<file path="config.mk">
export PLATFORM = sky130hd
export DESIGN_NAME = dsc_modmul
export DESIGN_NICKNAME = d
export VERILOG_FILES = /design/src/hdl/dsc_pkg.sv /design/src/hdl/dsc_modmul.sv
export SDC_FILE = /design/constraint.sdc
export NUM_CORES = 1
export LEC_CHECK = 0
export BUFFER_PORTS_ARGS = -buffer_cell sky130_fd_sc_hd__buf_2
export CAP_MARGIN = 20
export CORE_MARGIN = 2
export CORE_UTILIZATION = 55
export CTS_CLUSTER_DIAMETER = 80
export DETAILED_ROUTE_END_ITERATION = 16
export PLACE_DENSITY = 0.79
export SETUP_SLACK_MARGIN = 0.1
export SYNTH_ARGS = -nofsm -noshare
export SYNTH_HDL_FRONTEND = slang
export SYNTH_SLANG_ARGS = --single-unit
</file>
<file path="constraint.sdc">
create_clock -name clk -period 11.9 [get_ports clk]
set_clock_uncertainty 0.1 [all_clocks]
set_input_delay 1.785 -clock clk [delete_from_list [all_inputs] [get_ports clk]]
set_output_delay 1.785 -clock clk [all_outputs]
set_load 0.05 [all_outputs]
</file>
<file path="src/hdl/dsc_pkg.sv">
// Shared types, constants and arithmetic helpers for the distinct substring counter.
// No dependencies; every module of the block imports this package.
package dsc_pkg;

  localparam int MAX_LEN     = 64;
  localparam int TABLE_DEPTH = 4096;

  localparam int BUF_AW  = $clog2(MAX_LEN);
  localparam int LEN_W   = $clog2(MAX_LEN + 1);
  localparam int TBL_AW  = $clog2(TABLE_DEPTH);
  localparam int CNT_W   = $clog2(TABLE_DEPTH + 1);
  localparam int RES_W   = 30;
  localparam int KEY_W   = 2 * RES_W;
  localparam int EPOCH_W = 4;
  localparam int WORD_W  = EPOCH_W + KEY_W;
  localparam int MULT_W  = 8;
  localparam int STEP_W  = $clog2(MULT_W);
  localparam int OUT_W   = 12;

  localparam logic [RES_W-1:0]  PRIME_A     = 30'd1000000009;
  localparam logic [RES_W-1:0]  PRIME_B     = 30'd1000000007;
  localparam logic [MULT_W-1:0] HASH_BASE   = 8'd31;
  localparam logic [7:0]        CHAR_OFFSET = 8'd96;
  localparam logic [CNT_W-1:0]  COUNT_MAX   = CNT_W'(4095);

  typedef struct packed {
    logic              start;
    logic [MULT_W-1:0] mult;
  } mm_req_t;

  typedef struct packed {
    logic             busy;
    logic             done;
    logic [RES_W-1:0] res_a;
    logic [RES_W-1:0] res_b;
  } mm_rsp_t;

  // One double-and-add step of a modular multiply, most significant bit first.
  function automatic logic [RES_W-1:0] mod_step(input logic [RES_W-1:0] acc,
                                                input logic [RES_W-1:0] x,
                                                input logic             b,
                                                input logic [RES_W-1:0] p);
    logic [RES_W:0] a;
    a = {acc, 1'b0};
    if (a >= {1'b0, p}) a = a - {1'b0, p};
    if (b) a = a + {1'b0, x};
    if (a >= {1'b0, p}) a = a - {1'b0, p};
    return a[RES_W-1:0];
  endfunction

  function automatic logic [TBL_AW-1:0] key_slot(input logic [KEY_W-1:0] k);
    logic [KEY_W-1:0] h;
    h = k ^ (k >> 29) ^ (k >> 47);
    return h[TBL_AW-1:0];
  endfunction

endpackage

</file>
<file path="src/hdl/dsc_modmul.sv">
// Shared modular multiplier: two lanes, one per prime, bit-serial over the multiplier.
// Depends on dsc_pkg.
module dsc_modmul
  import dsc_pkg::*;
(
  input  logic             clk,
  input  logic             rst_n,
  input  mm_req_t          req,
  input  logic [RES_W-1:0] x_a,
  input  logic [RES_W-1:0] x_b,
  output mm_rsp_t          rsp
);

  logic [RES_W-1:0]  acc_a_r, acc_a_nxt, acc_b_r, acc_b_nxt;
  logic [RES_W-1:0]  xa_r, xb_r;
  logic [MULT_W-1:0] m_r;
  logic [STEP_W-1:0] cnt_r;
  logic              busy_r, done_r;

  assign acc_a_nxt = mod_step(acc_a_r, xa_r, m_r[MULT_W-1], PRIME_A);
  assign acc_b_nxt = mod_step(acc_b_r, xb_r, m_r[MULT_W-1], PRIME_B);

  always_ff @(posedge clk) begin
    if (!rst_n) begin
      busy_r <= 1'b0;
      done_r <= 1'b0;
      cnt_r  <= '0;
    end else begin
      done_r <= 1'b0;
      if (req.start) begin
        busy_r <= 1'b1;
        cnt_r  <= '0;
      end else if (busy_r) begin
        cnt_r <= cnt_r + 1'b1;
        if (cnt_r == STEP_W'(MULT_W - 1)) begin
          busy_r <= 1'b0;
          done_r <= 1'b1;
        end
      end
    end
  end

  always_ff @(posedge clk) begin
    if (req.start) begin
      acc_a_r <= '0;
      acc_b_r <= '0;
      xa_r    <= x_a;
      xb_r    <= x_b;
      m_r     <= req.mult;
    end else if (busy_r) begin
      acc_a_r <= acc_a_nxt;
      acc_b_r <= acc_b_nxt;
      m_r     <= {m_r[MULT_W-2:0], 1'b0};
    end
  end

  assign rsp.busy  = busy_r;
  assign rsp.done  = done_r;
  assign rsp.res_a = acc_a_r;
  assign rsp.res_b = acc_b_r;

endmodule

</file>
==> results by group <==
Synthesis
  • Yosys reg bits: 133
  • Prevailing post-synth register cell: edfxtp_1
  • Post-synth ARST share: 0%
  • Post-Syn Nets: 1,792
  • Area leader, netlist: edfxtp_1
  • Ys Warns: 0
  • Number of synthesized flops with an enable pin: 68
  • Seq/Total Area, Yosys: 25.5%
  • Distinct cells, synth: 96
  • Area share of the largest cell type after synthesis: 15.6%
  • Synthesized area: 0.0131 mm²
  • Mapped Avg Cell Area: 7.93 µm²
  • Dominant cells by area after synthesis: edfxtp_1 16%, dfxtp_1 9.9%, ha_1 6.4%
  • Cells after synthesis: 1,652

Layout
  • Nets: 1,859
  • Most frequent cells in the layout: 150 x nand2_1, 135 x nor2_1, 131 x buf_2, 113 x a21oi_1, 99 x o21ai_0
  • Fin util: 61.6%
  • Finished Layout Cells: 2,051
  • Commonest non-fill, non-tap cell in the layout: nand2_1
  • ANT cells: 0
  • Share of layout cells above drive strength 1: 13.3%
  • Synthesis-to-finish area growth: 10.1%

Pwr
  • Total power: 2.12 mW
  • Leak: 5.89 nW
  • Max rail drop VDD: 76.7 µV
  • PwrDens: 147 mW/mm²

Critical path
  • Req. time, crit path: 12,130 ps
  • Worst Path Max Fanout: 29
  • Crit start category: flip-flop
  • Nature of the critical path endpoint: flip-flop
  • Arrival time at the worst endpoint: 7950 ps
  • Critical Setup Path Class: reg -> reg

Clocking
  • # H-tree levels: 4
  • Hold Buf Count CTS: 0
  • CTS tree: built
  • CTS buffer count: 17
  • Reg clk slew, reported paths: 70 ps
  • Setup bufs post-CTS: 0
  • Clk sinks: 133
  • Resize count post-CTS: 0
  • Clock Latency Late Sink: 440 ps
  • Bufs on Longest Clock Path: 2
  • Root buf cell: clkbuf_16

Detailed routing
  • DR DRC count: 0
  • WL final: 41.4 mm
  • Via count: 13,800
  • DR iter-0 viols: 1,821
  • First-pass DRT Iterations: 6
  • Vias/cell: 6.71
  • Final ANT Viol Nets: 0
  • Routed wire per std cell: 20.2 µm

Floorplanning
  • Core Area: 0.0234 mm²
  • Die area: 0.0251 mm²
  • Chip Height: 158 µm
  • Initial Utilization: 55.9%
  • Number of top-level pins: 133
  • Num rows: 56
  • Width of the die: 158 µm

STA
  • Worst rel slew slack: 27.5%
  • Worst-margin pin slew: 1090 ps
  • Setup violations, final: 0
  • Period Utilization, post-route: 64.9%
  • RSZ-0062 raised after global routing: no
  • Max frequency: 130 MHz
  • Final Hold Vio Count: 0
  • Final Max Tran Viols: 0
  • Post-layout min period: 7720 ps
  • Setup TNS: 0 ps

Job
  • Max-cap violation count: 0

Global route
  • Initial antenna violation count: 0
  • Total grt overflow: 0
  • Wire length of the first global-routing pass: 65.4 mm
  • Number of global-route vias before repair: 13,000
  • Pin count of the biggest net entering global routing: 132
  • Total GRT Usage: 32.7%

Outcome
  • Status: complete, no violations

Place
  • Post-DP HPWL: 30.1 mm
  • Cells after DPL: 2,017
  • GP Congestion: 0.974
  • Port-buffer cells: 132

Min path
  • Hold Crit Class: reg -> reg
==> registers in the layout, indices dropped and copies added, names as in the netlist <==
register	flops
done_r	1
xa_r	30
cnt_r	3
m_r	8
xb_r	30
acc_a_r	30
busy_r	1
acc_b_r	30
==> cell usage after synthesis, types with 32 or more instances <==
| master | count |
|---|---|
| a21o_1 | 37 |
| a21oi_1 | 113 |
| inv_1 | 55 |
| xor2_1 | 37 |
| clkbuf_1 | 70 |
| nand2_1 | 151 |
| nand3_1 | 51 |
| dfxtp_1 | 65 |
| edfxtp_1 | 68 |
| o21ai_0 | 99 |
| nor2_1 | 137 |
| xnor2_1 | 58 |
| ha_1 | 67 |
| nand4_1 | 32 |
| nor3_1 | 49 |
==> routing by layer <==
metal,part of all wire [%],vias to the layer above,GRT usage (%)
met4,3.5,0,14.0
li1,-,6487,-
met2,47,731,55.1
met3,7.6,137,5.23
met1,42,6403,41.5
met5,0,-,0
==> final timing paths <==
kind	start	to	slack [ps]	cells after the start
worst max-delay path	acc_b_r[2]$_SDFFE_PP0P_	acc_b_r[29]$_SDFFE_PP0P_	4180	21
worst min-delay path	acc_a_r[28]$_SDFFE_PP0P_	acc_a_r[28]$_SDFFE_PP0P_	410	2
worst max register to register	acc_b_r[2]$_SDFFE_PP0P_	acc_b_r[29]$_SDFFE_PP0P_	4180	21
worst min register to register	acc_a_r[28]$_SDFFE_PP0P_	acc_a_r[28]$_SDFFE_PP0P_	410	2
==> worst max-delay path, stage by stage (launching register included) <==
cell and delay, ps:
dfxtp_1 360, inv_1 140, ha_1 230, nor3b_1 490, a21oi_1 190, o211a_1 410, nor2_1 200, clkinv_1 340
ha_1 340, inv_1 70, fa_1 190, nand2b_1 170, a21oi_1 130, o311ai_0 770, nand3_1 370, a21oi_1 360
xnor2_1 140, a211oi_1 700, o2111ai_1 490, o21a_1 700, and3_1 400, a221o_1 290
==> stage by stage <==
step / hold slack [ps] / area, µm² / setup WS [ps]
2_1_floorplan: 365 / 13100 / 5620
3_3_place_gp: 381 / 13800 / 4710
3_5_place_dp: 399 / 13800 / 4420
4_1_cts: 408 / 14400 / 4360
5_1_grt: 442 / 14400 / 3720
6_report: 411 / 14400 / 4180
==> power breakdown <==
group          total, mW  leakage [nW]  switching, mW  internal, mW
registers          0.598          1.20         0.0685         0.530
logic              0.993          4.42          0.656         0.338
clock network      0.528         0.277          0.232         0.296
==> final cells by class <==
| cell class | instances | area (µm²) |
|---|---|---|
| inverter | 59 | 224 |
| timing repair buffer | 146 | 786 |
| clock buffer | 19 | 443 |
| tap | 319 | 399 |
| fill | 2147 | 8990 |
| clock inverter | 13 | 123 |
| multi-input combinational | 1362 | 9100 |
| sequential | 133 | 3340 |
==> kinds of logic after synthesis <==
family / share of synthesized area, %
buffers and inverters: 5.04
XOR/XNOR: 6.36
AND/OR/NAND/NOR: 23.2
AO/OA/AOI/OAI: 30.3
adder cells (fa/ha/maj): 6.71
multiplexers: 2.92
flip-flops: 25.5
Power figures use the tool's default switching activity.
